$ cat config.mk
export PLATFORM = sky130hd
export DESIGN_NAME = framed_packet_receiver_checksum_flat
export DESIGN_NICKNAME = d
export VERILOG_FILES = /design/src/rtl/fprc_pkg.sv /design/src/rtl/fprc_byte_if.sv /design/src/rtl/fprc_result_if.sv /design/src/rtl/framed_packet_receiver_checksum.sv /design/src/rtl/fprc_front.sv /design/src/rtl/fprc_queue.sv /design/src/rtl/fprc_back.sv /design/src/flat_wrapper.sv
export SDC_FILE = /design/constraint.sdc
export NUM_CORES = 1
export LEC_CHECK = 0
export BUFFER_PORTS_ARGS = -buffer_cell sky130_fd_sc_hd__buf_2
export CORE_AREA = 2 2 108 110
export DETAILED_ROUTE_END_ITERATION = 8
export DIE_AREA = 0 0 110 112
export GPL_TIMING_DRIVEN = 0
export PLACE_DENSITY_LB_ADDON = 0.12
export RECOVER_POWER = 50
export SLEW_MARGIN = 5
export SYNTH_ARGS = -nofsm -noshare
export SYNTH_HDL_FRONTEND = slang
export SYNTH_SLANG_ARGS = --single-unit
$ cat constraint.sdc
create_clock -name i_clk -period 6.13 [get_ports i_clk]
set_input_delay 0 -clock i_clk [delete_from_list [all_inputs] [get_ports i_clk]]
set_output_delay 0 -clock i_clk [all_outputs]
set_load 0.05 [all_outputs]
$ cat src/rtl/fprc_pkg.sv
package fprc_pkg;

    // framing bytes
    localparam logic [7:0] BYTE_SOH = 8'h01;
    localparam logic [7:0] BYTE_STX = 8'h02;
    localparam logic [7:0] BYTE_ETX = 8'h03;

    // checksum mask applied to the running sum
    localparam logic [15:0] CHECK_MASK = 16'hAA55;

    // packet layout
    localparam logic [8:0] HEADER_BYTES  = 9'd5;
    localparam logic [8:0] TRAILER_BYTES = 9'd2;
    localparam logic [8:0] FRAME_MAX     = 9'd262;

    // result kinds
    localparam logic [2:0] KIND_CODE  = 3'd0;
    localparam logic [2:0] KIND_DATA  = 3'd1;
    localparam logic [2:0] KIND_GOOD  = 3'd2;
    localparam logic [2:0] KIND_BAD   = 3'd3;
    localparam logic [2:0] KIND_FRAME = 3'd4;

    // command passed from the classifier to the checksum stage
    typedef enum logic [3:0] {
        OP_NONE,
        OP_STX,
        OP_CODE,
        OP_LEN,
        OP_ETX,
        OP_DATA,
        OP_CKLO,
        OP_CKHI,
        OP_FRAME
    } t_op;

    typedef struct packed {
        t_op        op;
        logic [7:0] data;
    } t_cmd;

    typedef struct packed {
        logic full;
        logic empty;
    } t_q_status;

endpackage

$ cat src/rtl/fprc_byte_if.sv
interface fprc_byte_if;
    logic       valid;
    logic       ready;
    logic [7:0] byte_in;

    modport source (output valid, output byte_in, input ready);
    modport sink (input valid, input byte_in, output ready);
endinterface

$ cat src/rtl/fprc_result_if.sv
interface fprc_result_if;
    logic       valid;
    logic       ready;
    logic [2:0] kind;
    logic [7:0] value;

    modport source (output valid, output kind, output value, input ready);
    modport sink (input valid, input kind, input value, output ready);
endinterface

$ cat src/rtl/framed_packet_receiver_checksum.sv
// Packet deframer for an SOH/STX/code/length/ETX byte stream with a 16-bit
// additive checksum. One byte word is accepted per clock, sustained, as long
// as the result side keeps up; each word is classified combinationally by
// the framing counter, queued, and applied to the 16-bit running sum on pop,
// so throughput is one word per cycle; the word waits in the queue and its
// result in the output register. The QUEUE_DEPTH-entry queue lets input
// keep flowing for that many words while the result side stalls. Results
// are the code byte (reported once ETX checks out), each data byte, a good
// or bad checksum verdict, or a framing error carrying the bad byte.
module framed_packet_receiver_checksum
    import fprc_pkg::*;
#(
    parameter int QUEUE_DEPTH = 4
)
(
    input  logic          i_clk,
    input  logic          i_rst_n,
    fprc_byte_if.sink     i_byte,
    fprc_result_if.source o_result
);

    logic      w_push;
    logic      w_pop;
    t_cmd      w_push_cmd;
    t_cmd      w_pop_cmd;
    t_q_status w_q_status;

    // classify incoming words
    fprc_front u_front (
        .i_clk      (i_clk),
        .i_rst_n    (i_rst_n),
        .i_byte     (i_byte),
        .i_q_status (w_q_status),
        .o_push     (w_push),
        .o_cmd      (w_push_cmd)
    );

    // decouple classifier from checksum stage
    fprc_queue #(
        .DEPTH (QUEUE_DEPTH)
    ) u_queue (
        .i_clk    (i_clk),
        .i_rst_n  (i_rst_n),
        .i_push   (w_push),
        .i_cmd    (w_push_cmd),
        .i_pop    (w_pop),
        .o_cmd    (w_pop_cmd),
        .o_status (w_q_status)
    );

    // accumulate, check and report
    fprc_back u_back (
        .i_clk      (i_clk),
        .i_rst_n    (i_rst_n),
        .i_cmd      (w_pop_cmd),
        .i_q_status (w_q_status),
        .o_pop      (w_pop),
        .o_result   (o_result)
    );

endmodule

$ cat src/rtl/fprc_front.sv
module fprc_front
    import fprc_pkg::*;
(
    input  logic              i_clk,
    input  logic              i_rst_n,
    fprc_byte_if.sink         i_byte,
    input  t_q_status         i_q_status,
    output logic              o_push,
    output t_cmd              o_cmd
);

    logic [8:0] r_position;
    logic [8:0] n_position;
    logic [8:0] r_frame_total;
    logic [8:0] n_frame_total;
    logic [9:0] w_next_pos;
    logic [9:0] w_next_pos_1;
    logic [9:0] w_total_ext;
    logic       w_fire;
    t_op        w_op;

    // take a word whenever the queue has room
    assign i_byte.ready = !i_q_status.full;
    assign w_fire       = i_byte.valid && i_byte.ready;

    assign w_next_pos   = {1'b0, r_position} + 10'd1;
    assign w_next_pos_1 = w_next_pos + 10'd1;
    assign w_total_ext  = {1'b0, r_frame_total};

    // classify the word by its place in the packet
    always_comb begin
        n_position    = r_position;
        n_frame_total = r_frame_total;
        w_op          = OP_NONE;
        if (r_position == 9'd0) begin
            if (i_byte.byte_in == BYTE_SOH) begin
                n_position    = 9'd1;
                n_frame_total = HEADER_BYTES;
            end
        end else begin
            n_position = w_next_pos[8:0];
            if (w_next_pos == 10'd2) begin
                if (i_byte.byte_in != BYTE_STX) begin
                    n_position = 9'd0;
                    w_op       = OP_FRAME;
                end else begin
                    w_op = OP_STX;
                end
            end else if (w_next_pos == 10'd3) begin
                w_op = OP_CODE;
            end else if (w_next_pos == 10'd4) begin
                w_op          = OP_LEN;
                n_frame_total = HEADER_BYTES + {1'b0, i_byte.byte_in} + TRAILER_BYTES;
            end else if (w_next_pos == 10'd5) begin
                if (i_byte.byte_in != BYTE_ETX) begin
                    n_position = 9'd0;
                    w_op       = OP_FRAME;
                end else begin
                    w_op = OP_ETX;
                end
            end else if (w_next_pos_1 < w_total_ext) begin
                w_op = OP_DATA;
            end else if (w_next_pos_1 == w_total_ext) begin
                w_op = OP_CKLO;
            end else begin
                n_position = 9'd0;
                w_op       = OP_CKHI;
            end
        end
    end

    // hand classified words to the queue; hunting words are dropped
    assign o_push     = w_fire && (w_op != OP_NONE);
    assign o_cmd.op   = w_op;
    assign o_cmd.data = i_byte.byte_in;

    // advance the framing state
    always_ff @(posedge i_clk) begin
        if (!i_rst_n) begin
            r_position    <= 9'd0;
            r_frame_total <= 9'd0;
        end else if (w_fire) begin
            r_position    <= n_position;
            r_frame_total <= n_frame_total;
        end
    end

`ifndef SYNTHESIS
    a_position_bound: assert property (@(posedge i_clk) disable iff (!i_rst_n)
        r_position <= FRAME_MAX)
        else $error("packet position ran past the longest frame");
`endif

endmodule

$ cat src/rtl/fprc_queue.sv
module fprc_queue
    import fprc_pkg::*;
#(
    parameter int DEPTH = 4
)
(
    input  logic      i_clk,
    input  logic      i_rst_n,
    input  logic      i_push,
    input  t_cmd      i_cmd,
    input  logic      i_pop,
    output t_cmd      o_cmd,
    output t_q_status o_status
);

    localparam int PTR_W = (DEPTH > 1) ? $clog2(DEPTH) : 1;
    localparam int CNT_W = $clog2(DEPTH + 1);

    t_cmd             r_mem [DEPTH];
    logic [PTR_W-1:0] r_wr_ptr;
    logic [PTR_W-1:0] r_rd_ptr;
    logic [CNT_W-1:0] r_count;
    logic             w_push;
    logic             w_pop;

    assign o_status.full  = (r_count == CNT_W'(DEPTH));
    assign o_status.empty = (r_count == '0);
    assign w_push         = i_push && !o_status.full;
    assign w_pop          = i_pop && !o_status.empty;
    assign o_cmd          = r_mem[r_rd_ptr];

    // store the pushed word
    always_ff @(posedge i_clk) begin
        if (w_push) begin
            r_mem[r_wr_ptr] <= i_cmd;
        end
    end

    // advance pointers and occupancy
    always_ff @(posedge i_clk) begin
        if (!i_rst_n) begin
            r_wr_ptr <= '0;
            r_rd_ptr <= '0;
            r_count  <= '0;
        end else begin
            if (w_push) begin
                r_wr_ptr <= (r_wr_ptr == PTR_W'(DEPTH - 1)) ? '0 : r_wr_ptr + 1'b1;
            end
            if (w_pop) begin
                r_rd_ptr <= (r_rd_ptr == PTR_W'(DEPTH - 1)) ? '0 : r_rd_ptr + 1'b1;
            end
            if (w_push && !w_pop) begin
                r_count <= r_count + 1'b1;
            end else if (w_pop && !w_push) begin
                r_count <= r_count - 1'b1;
            end
        end
    end

`ifndef SYNTHESIS
    a_no_overflow: assert property (@(posedge i_clk) disable iff (!i_rst_n)
        !(i_push && o_status.full))
        else $error("push into a full queue");
    a_empty_ptrs: assert property (@(posedge i_clk) disable iff (!i_rst_n)
        o_status.empty |-> (r_rd_ptr == r_wr_ptr))
        else $error("empty queue with pointers apart");
`endif

endmodule

$ cat src/rtl/fprc_back.sv
module fprc_back
    import fprc_pkg::*;
(
    input  logic          i_clk,
    input  logic          i_rst_n,
    input  t_cmd          i_cmd,
    input  t_q_status     i_q_status,
    output logic          o_pop,
    fprc_result_if.source o_result
);

    logic        r_out_valid;
    logic [2:0]  r_kind;
    logic [2:0]  n_kind;
    logic [7:0]  r_value;
    logic [7:0]  n_value;
    logic [15:0] r_sum;
    logic [15:0] n_sum;
    logic [7:0]  r_check_low;
    logic [7:0]  r_code_hold;
    logic        w_emit;
    logic [15:0] w_got;

    // pull a word whenever the output register is free or draining
    assign o_pop = !i_q_status.empty && (!r_out_valid || o_result.ready);
    assign w_got = {i_cmd.data, r_check_low};

    // execute the command
    always_comb begin
        n_sum   = r_sum;
        n_kind  = KIND_DATA;
        n_value = i_cmd.data;
        w_emit  = 1'b0;
        case (i_cmd.op)
            OP_STX: begin
                n_sum = {8'd0, i_cmd.data};
            end
            OP_CODE, OP_LEN: begin
                n_sum = r_sum + {8'd0, i_cmd.data};
            end
            OP_ETX: begin
                n_sum   = r_sum + {8'd0, i_cmd.data};
                n_kind  = KIND_CODE;
                n_value = r_code_hold;
                w_emit  = 1'b1;
            end
            OP_DATA: begin
                n_sum  = r_sum + {8'd0, i_cmd.data};
                n_kind = KIND_DATA;
                w_emit = 1'b1;
            end
            OP_CKHI: begin
                n_kind = (w_got == (r_sum ^ CHECK_MASK)) ? KIND_GOOD : KIND_BAD;
                w_emit = 1'b1;
            end
            OP_FRAME: begin
                n_kind = KIND_FRAME;
                w_emit = 1'b1;
            end
            default: begin
                w_emit = 1'b0;
            end
        endcase
    end

    // update the running sum and held bytes
    always_ff @(posedge i_clk) begin
        if (o_pop) begin
            r_sum <= n_sum;
            if (i_cmd.op == OP_CODE) begin
                r_code_hold <= i_cmd.data;
            end
            if (i_cmd.op == OP_CKLO) begin
                r_check_low <= i_cmd.data;
            end
        end
    end

    // hold the result until taken
    always_ff @(posedge i_clk) begin
        if (!i_rst_n) begin
            r_out_valid <= 1'b0;
        end else if (o_pop && w_emit) begin
            r_out_valid <= 1'b1;
        end else if (o_result.ready) begin
            r_out_valid <= 1'b0;
        end
    end

    always_ff @(posedge i_clk) begin
        if (o_pop && w_emit) begin
            r_kind  <= n_kind;
            r_value <= n_value;
        end
    end

    assign o_result.valid = r_out_valid;
    assign o_result.kind  = r_kind;
    assign o_result.value = r_value;

`ifndef SYNTHESIS
    a_kind_range: assert property (@(posedge i_clk) disable iff (!i_rst_n)
        r_out_valid |-> (r_kind <= KIND_FRAME))
        else $error("result kind out of range");
`endif

endmodule

$ cat src/flat_wrapper.sv
// flat-port wrapper written by rule: the top's interface ports become plain ports
module framed_packet_receiver_checksum_flat import fprc_pkg::*;
#(
    parameter int QUEUE_DEPTH = 4
)
  (i_clk, i_rst_n, i_byte_valid, i_byte_byte_in, i_byte_ready, o_result_valid, o_result_kind, o_result_value, o_result_ready);
  fprc_byte_if i_byte_i ();
  fprc_result_if o_result_i ();
  input  logic i_clk;
  input  logic i_rst_n;
  input wire logic [$bits(i_byte_i.valid)-1:0] i_byte_valid;
  input wire logic [$bits(i_byte_i.byte_in)-1:0] i_byte_byte_in;
  output wire logic [$bits(i_byte_i.ready)-1:0] i_byte_ready;
  output wire logic [$bits(o_result_i.valid)-1:0] o_result_valid;
  output wire logic [$bits(o_result_i.kind)-1:0] o_result_kind;
  output wire logic [$bits(o_result_i.value)-1:0] o_result_value;
  input wire logic [$bits(o_result_i.ready)-1:0] o_result_ready;
  assign i_byte_i.valid = i_byte_valid;
  assign i_byte_i.byte_in = i_byte_byte_in;
  assign i_byte_ready = i_byte_i.ready;
  assign o_result_valid = o_result_i.valid;
  assign o_result_kind = o_result_i.kind;
  assign o_result_value = o_result_i.value;
  assign o_result_i.ready = o_result_ready;
  framed_packet_receiver_checksum #(.QUEUE_DEPTH(QUEUE_DEPTH)) u_core (.i_clk(i_clk), .i_rst_n(i_rst_n), .i_byte(i_byte_i), .o_result(o_result_i));
endmodule
==> run_results.csv, run 1 <==
group,metric,value,unit
status,outcome,"finished clean",
global_routing,gr-usage-all-layers,0.226,
power_and_ir_drop,power.sequential.fraction,0.369,
floorplanning,fp.dieArea,12300,um2
critical_path,crit_top_cell,"sky130_fd_sc_hd__a21o_1",
floorplanning,floorplan.rows,39,
power_and_ir_drop,internal-power,1.97,mW
global_routing,first_global_vias,4202,
critical_path,end_kind,"flop",
synthesis,syn_area_per_cell,11.8,um2
synthesis,synth_edf_count,91,
floorplanning,core_area,11200,um2
synthesis,synth-simple-area-share,0.144,
place,gp_congestion,0.894,
power_and_ir_drop,power_switching_share,0.330,
synthesis,synth_area,6310,um2
power_and_ir_drop,p_leak,2.55,nW
synthesis,synth.yosys.seq_area_share,0.522,
critical_path,setup.worst_path.class,"reg -> reg",
clocking,clk_pin_slew_worst_paths,60,ps
final_layout,drive_above_1_share,0.128,
timing,finalCritPeriodShare,0.672,
final_layout,postLayoutCellArea,7230,um2
critical_path,crit_required,6280,ps
routing,first_drt_pass_iteration_count,4,
final_layout,ant_cells,0,
timing,timing.slew.headroom,0.134,
critical_path,cp_top_family,"compound AO/OA/AOI/OAI gates",
synthesis,synthesis.yosys.warnings,0,
global_routing,grt_first_pass_wirelength,21.0,mm
timing,fin_worst_skew,8.67,ps
synthesis,synth_compound_area_frac,0.0985,
synthesis,synthCells,535,
synthesis,ys.flop_type,"sky130_fd_sc_hd__edfxtp_1",
place,place_area,6630,um2
global_routing,pin_count_of_the_biggest_net_entering_global_routing,17,
final_layout,fin_nets,634,
routing,drt-wirelength-per-cell,17.1,um
floorplanning,die_h,112,um
power_and_ir_drop,share_comb_of_total_power,0.299,
critical_path,worst_path_max_delay_cell,"sky130_fd_sc_hd__mux4_2",
power_and_ir_drop,clock_power_share,0.332,
clocking,cts_htree_levels,4,
synthesis,yosys.area_share.xor_xnor,0.0708,
place,placement.io_buffers,23,
timing,tightest_slew,1300,ps
routing,via_density_per_instance,5.64,
clocking,tritoncts_buffer_count,17,
clocking,hold_buffers,9,
flow_run,drv.max_cap_violation_count,0,
global_routing,grt-ovfl-total,0,
synthesis,fraction_of_the_mapped_netlist_area_in_adder_cells,0.0698,
floorplanning,ioPinCount,25,
timing,tns,0,ps
timing,report.final.setup_viol,0,
critical_path,rrSetupSlack,2010,ps
timing,report.final.hold_viol_count,0,
worst_hold_path,hold_class,"in -> reg",
synthesis,yosys.cell_types.count,65,
power_and_ir_drop,p_per_area,406,nW/um2
floorplanning,fp.dieW,110,um
synthesis,synth.net_count,581,
critical_path,crit-reg2reg-capture,"u_core.u_back.r_sum[11]$_SDFFCE_PP0P_",
clocking,cts_resized,0,
power_and_ir_drop,net_switching_power,0.970,mW
critical_path,worstPathCellList,"clkbuf_1 -> mux4_2 -> ha_1 -> a21o_1 -> a21o_1 -> a2111oi_0 -> o31ai_1 -> nand3_1 -> xor2_1 -> nor2_1",
routing,drt_first_iter_violations,205,
synthesis,synth.mux.area_fraction,0.0618,
routing,drc,0,
timing,timing.fmax,243,MHz
final_layout,area.growth.synth_to_final,14.6,%
critical_path,timing.critical_path.buf_inv,1,
power_and_ir_drop,peakVddDrop,250,uV
critical_path,worst_setup_path_end,"u_core.u_back.r_sum[11]$_SDFFCE_PP0P_",
routing,routed_vias,4194,
clocking,clock-sinks,119,
routing,antenna_left,0,
critical_path,critical_path_peak_fanout,10,
timing,finalWorstPathRequiredPeriod,4120,ps
clocking,ctsLongestPathBuffers,2,
clocking,cts_tree,"built",
timing,rsz0062_at_grt,"no",
critical_path,cp.arrival,4270,ps
synthesis,synthArstFlopShare,0,
clocking,clk_root_buffer_cell,"sky130_fd_sc_hd__clkbuf_16",
floorplanning,initial_utilization,0.565,
timing,timing.final.max_slew_violations,0,
place,dpl.hpwl,9.10,mm
routing,drt_wl_total,12.7,mm
critical_path,crit_path_max_incr_delay,720,ps
critical_path,reg2regPathDepth,10,
final_layout,layout.cells.non_filler,744,
synthesis,synth.ff_latch_count,119,
global_routing,antenna_violations_before_repair,0,
clocking,clkLatencyLatePin,400,ps
place,placed_cells_incl_taps,703,
critical_path,cp_depth,10,
clocking,post_cts_buffers,0,
critical_path,critPathLaunchType,"flop",
synthesis,main_combinational_cell_family_by_area_after_synthesis,"simple AND/OR/NAND/NOR gates",
power by group through the flow:
stage	Sequential (mW)	Clock, mW	Combinational (mW)
5_1_grt	1.10	1.03	0.981
4_1_cts	1.09	0.995	0.904
3_5_place_dp	1.10	0	0.890
6_report	1.08	0.976	0.878
3_3_place_gp	1.10	0	0.853
2_1_floorplan	1.16	0	0.613
metrics by stage:
stage | setup slack, ps | util | total power [mW] | hold WS [ps]
after floorplan | 1690 | - | 1.78 | 98.9
after global placement | 205 | 0.591 | 1.96 | 288
after detailed placement | 2370 | 0.593 | 1.99 | 303
after CTS | 2320 | 0.654 | 2.98 | 12.0
after global routing | 1710 | 0.647 | 3.11 | 56.9
final | 2010 | 0.647 | 2.94 | 34.5
synth_stat cells (11+ instances only):
cell | n | share of area
sky130_fd_sc_hd__edfxtp_1 | 91 | 0.43
sky130_fd_sc_hd__nor2_1 | 41 | 0.024
sky130_fd_sc_hd__nand2_1 | 38 | 0.023
sky130_fd_sc_hd__ha_1 | 32 | 0.063
sky130_fd_sc_hd__dfxtp_1 | 28 | 0.089
sky130_fd_sc_hd__xnor2_1 | 27 | 0.037
sky130_fd_sc_hd__inv_1 | 24 | 0.014
sky130_fd_sc_hd__xor2_1 | 24 | 0.033
sky130_fd_sc_hd__a21oi_1 | 22 | 0.017
sky130_fd_sc_hd__o21ai_0 | 20 | 0.016
sky130_fd_sc_hd__nand3_1 | 16 | 0.013
sky130_fd_sc_hd__and2_1 | 12 | 0.012
sky130_fd_sc_hd__mux4_2 | 12 | 0.043
sky130_fd_sc_hd__nand4_1 | 11 | 0.011
sky130_fd_sc_hd__o31ai_1 | 11 | 0.013
logic make-up after synthesis:
group / Yosys count
buf+inv: 46
flops: 119
compound gates: 91
mux: 23
simple gates: 171
fa+ha+maj: 34
xor+xnor: 51
registers in the layout, summed over array words and instances (netlist names), named ones only:
signal,flops
u_core.u_queue.r_mem,48
u_core.u_back.r_sum,16
u_core.u_front.r_frame_total,9
u_core.u_front.r_position,9
u_core.u_back.o_result.value,8
u_core.u_back.r_check_low,8
u_core.u_back.r_code_hold,8
u_core.u_back.o_result.kind,3
u_core.u_queue.r_count,3
u_core.u_queue.r_rd_ptr,2
u_core.u_queue.r_wr_ptr,2
u_core.u_back.o_result.valid,1
metal layers:
metal  share of wire  GRT usage  vias up
li1                -          -     2090
met1            0.42      0.273     2023
met2            0.53      0.389       65
met3           0.026     0.0556       16
met4           0.018     0.0776        0
met5               0          0        -
worst min-delay path: cells and delay by family:
family,cells,cell delay [ps]
buffers and inverters,1,100
and+or+nand+nor,1,80
AOI/OAI and AO/OA,3,210
worst min-delay path by stage:
stage,start,end,slack (ps),depth (start not counted)
after global routing,i_byte_valid,u_core.u_front.r_position[4]$_SDFFE_PN0P_,60,5
after detailed placement,i_byte_byte_in[7],u_core.u_queue.r_mem[2][7]$_DFFE_PP_,300,1
final,i_byte_valid,u_core.u_front.r_position[4]$_SDFFE_PN0P_,30,5
after floorplan,i_byte_byte_in[0],u_core.u_queue.r_mem[0][0]$_DFFE_PP_,100,0
after CTS,i_byte_valid,u_core.u_front.r_position[4]$_SDFFE_PN0P_,10,5
after global placement,i_byte_byte_in[7],u_core.u_queue.r_mem[2][7]$_DFFE_PP_,290,1
cells in the final DEF, fill, tap and decap left out, drive strengths merged, types with 5 or more instances in the layout:
cell and count:
clkbuf 51, and2 12, mux2 8, nand4 11, a21oi 23, buf 12, ha 32, clkinv 6
dlygate4sd3 9, o21ai 20, nor3 10, o31ai 11, nand3 18, edfxtp 91, nor4 6, mux4 12
or2 6, nand2 38, a211oi 5, nor2 42, xnor2 27, dfxtp 28, inv 29, xor2 24
and3 8
area by class of cell:
class	instances	area [um2]
buffer	21	108
clock buffer	17	425
clock inverter	15	168
fill	863	3940
inverter	25	93.8
multi-input combinational	370	2780
sequential	119	3290
tap	143	179
timing repair buffer	34	186
Note: power is estimated with default switching activity, not from simulation.
==> run 2, diff against run 1 <==
==> constraint.sdc (replaced) <==
create_clock -name i_clk -period 4.3 [get_ports i_clk]
set_input_delay 0 -clock i_clk [delete_from_list [all_inputs] [get_ports i_clk]]
set_output_delay 0 -clock i_clk [all_outputs]
set_load 0.05 [all_outputs]
==> run 2 against run 1 <==
  * Via count grew 1.0%
  * Non-clock buffer count is the same
  * Design area hardly changed
  * First-iteration DRC count up 43%
  * Sequential power up 44%
  * Combinational power rose by 42%
  * Register-to-register slack got worse by 1400 ps
  * Maximum frequency grew 11%
  * Setup slack worse by 1400 ps
  * Clock skew rose by 3.1 ps
  * Clock-buffer cell count stayed put
  * Core utilization hardly changed
==> run_results.csv, run 2 (synthesized netlist as in run 1, its figures left out) <==
group,metric,value,unit
final_layout,largest_register_ff_count,48,
place,pre_cts_slack,621,ps
place,place_area,6630,um2
floorplanning,ioPinCount,25,
power_and_ir_drop,p_per_area,582,nW/um2
power_and_ir_drop,peakVddDrop,328,uV
final_layout,area.growth.synth_to_final,14.6,%
critical_path,critPathLaunchType,"flop",
global_routing,grt-ovfl-total,0,
clocking,cts_resized,0,
routing,route.met3.wl,402,um
routing,drc,0,
place,placement.io_buffers,23,
routing,drt_wl_total,12.9,mm
timing,timing.final.max_slew_violations,0,
global_routing,pin_count_of_the_biggest_net_entering_global_routing,17,
global_routing,gr-usage-all-layers,0.227,
critical_path,rrSetupSlack,600,ps
final_layout,layout.cells.non_filler,744,
routing,maxUsedRoutingLayer,"met4",
flow_run,drv.max_cap_violation_count,0,
timing,timing.fmax,270,MHz
final_layout,reg_top3,"u_core.u_queue.r_mem (48), u_core.u_back.r_sum (16)",
critical_path,setup.worst_path.class,"reg -> reg",
clocking,ctsLongestPathBuffers,2,
final_layout,fin_nets,634,
worst_hold_path,hold_class,"in -> reg",
timing,report.final.hold_viol_count,0,
routing,antenna_left,0,
final_layout,fill_cells,860,
floorplanning,core_area,11200,um2
clocking,clk_root_buffer_cell,"sky130_fd_sc_hd__clkbuf_16",
floorplanning,fp.dieArea,12300,um2
final_layout,ant_cells,0,
timing,rsz0062_at_grt,"no",
routing,via_density_per_instance,5.69,
clocking,clk_pin_slew_worst_paths,60,ps
final_layout,registers.top_by_ff_count,"u_core.u_queue.r_mem",
clocking,clock-sinks,119,
critical_path,cp.arrival,3860,ps
global_routing,first_global_vias,4325,
critical_path,critical_path_peak_fanout,8,
global_routing,antenna_violations_before_repair,0,
timing,report.final.setup_viol,0,
critical_path,crit_required,4450,ps
final_layout,drive_above_1_share,0.131,
critical_path,end_kind,"flop",
routing,drt_first_iter_violations,293,
final_layout,sequential_cell_area,3290,um2
routing,drt-wirelength-per-cell,17.3,um
clocking,cts_tree,"built",
routing,met2_length,6.72,mm
final_layout,layout.cells.most_common,"sky130_fd_sc_hd__edfxtp_1",
clocking,clkLatencyLatePin,410,ps
final_layout,postLayoutCellArea,7230,um2
place,gp_congestion,0.889,
floorplanning,die_h,112,um
floorplanning,initial_utilization,0.565,
timing,timing.slew.headroom,0.138,
critical_path,reg2regPathDepth,12,
final_layout,multi_input_area,2780,um2
clocking,cts_htree_levels,4,
place,dpl.hpwl,9.02,mm
timing,tns,0,ps
critical_path,startpoint,"u_core.u_front.r_position[0]$_SDFFE_PN0P_",
routing,first_drt_pass_iteration_count,4,
routing,route.layer.met1.wl,5.38,mm
worst_hold_path,worst_hold_path.endpoint,"u_core.u_back.o_result.valid$_SDFFE_PN0P_",
place,placed_cells_incl_taps,703,
clocking,tritoncts_buffer_count,17,
timing,final_critical_path_setup_slack,597,ps
floorplanning,fp.dieW,110,um
routing,routed_vias,4237,
timing,finalWorstPathRequiredPeriod,3700,ps
critical_path,rr_startpoint,"u_core.u_front.r_position[0]$_SDFFE_PN0P_",
worst_hold_path,min-delay-start,"i_rst_n",
floorplanning,floorplan.rows,39,
timing,tightest_slew,1290,ps
final_layout,final_cell_mix,"91 x sky130_fd_sc_hd__edfxtp_1, 42 x sky130_fd_sc_hd__nor2_1, 38 x sky130_fd_sc_hd__nand2_1",
timing,finalCritPeriodShare,0.861,
timing,fin_worst_skew,11.8,ps
worst_hold_path,holdPathStages,2,
status,outcome,"finished clean",
clocking,post_cts_buffers,0,
timing,hold_ws,64.2,ps
global_routing,grt_first_pass_wirelength,21.2,mm
critical_path,crit-reg2reg-capture,"u_core.u_queue.r_mem[0][8]$_DFFE_PP_",
power_and_ir_drop,p_leak,2.55,nW
## run 2: worst max-delay path, stage by stage, from the launching register on
cell and delay, ps:
sky130_fd_sc_hd__dfxtp_1 500, sky130_fd_sc_hd__ha_1 340, sky130_fd_sc_hd__nand3_1 230, sky130_fd_sc_hd__or3_1 430, sky130_fd_sc_hd__and2_1 210, sky130_fd_sc_hd__nor3_1 220
sky130_fd_sc_hd__xnor2_1 150, sky130_fd_sc_hd__ha_1 260, sky130_fd_sc_hd__and4_1 210, sky130_fd_sc_hd__and2_1 140, sky130_fd_sc_hd__o211ai_1 130, sky130_fd_sc_hd__o31ai_1 130
sky130_fd_sc_hd__a211oi_1 480
## run 2: repair_timing
item | 4_1_cts | 5_1_grt
hold buffers | 9 | 0
endpoints found under the hold margin | 35 | 0
setup endpoints to repair | 0 | 0
## run 2: stage by stage
| step | power (mW) | utilization |
|---|---|---|
| 2_1_floorplan | 2.53 | - |
| 3_3_place_gp | 2.79 | 0.591 |
| 3_5_place_dp | 2.84 | 0.593 |
| 4_1_cts | 4.26 | 0.654 |
| 5_1_grt | 4.44 | 0.647 |
| 6_report | 4.21 | 0.647 |
## run 2: worst max-delay path by stage
| stage | endpoint | slack, ps | cells after the start |
|---|---|---|---|
| floorplan | u_core.u_back.r_sum[0]$_DFFE_PP_ | 650 | 3 |
| global placement | u_core.u_back.r_sum[8]$_SDFFCE_PP0P_ | -440 | 3 |
| detailed placement | u_core.u_back.r_sum[15]$_SDFFCE_PP0P_ | 620 | 10 |
| CTS | u_core.u_back.r_sum[13]$_SDFFCE_PP0P_ | 580 | 10 |
| global route | u_core.u_queue.r_mem[1][8]$_DFFE_PP_ | 280 | 12 |
| finish | u_core.u_queue.r_mem[0][8]$_DFFE_PP_ | 600 | 12 |
## run 2: layout make-up
cell class	count	share of cell area
Multi-Input combinational cell	370	0.384
Buffer	21	0.0150
Clock buffer	17	0.0588
Timing Repair Buffer	34	0.0259
Sequential cell	119	0.455
Clock inverter	15	0.0230
Tap cell	143	0.0247
Inverter	25	0.0130
## run 2: metal layers
| metal | GRT usage | vias up |
|---|---|---|
| li1 | - | 2092 |
| met1 | 0.270 | 2050 |
| met2 | 0.392 | 66 |
| met3 | 0.0474 | 29 |
| met4 | 0.0987 | 0 |
| met5 | 0 | - |
## run 2: where the power goes
part | leakage [nW] | switching, mW | internal (mW)
combinational | 1.21 | 0.775 | 0.478
sequential | 1.06 | 0.0821 | 1.46
clock | 0.278 | 0.546 | 0.864
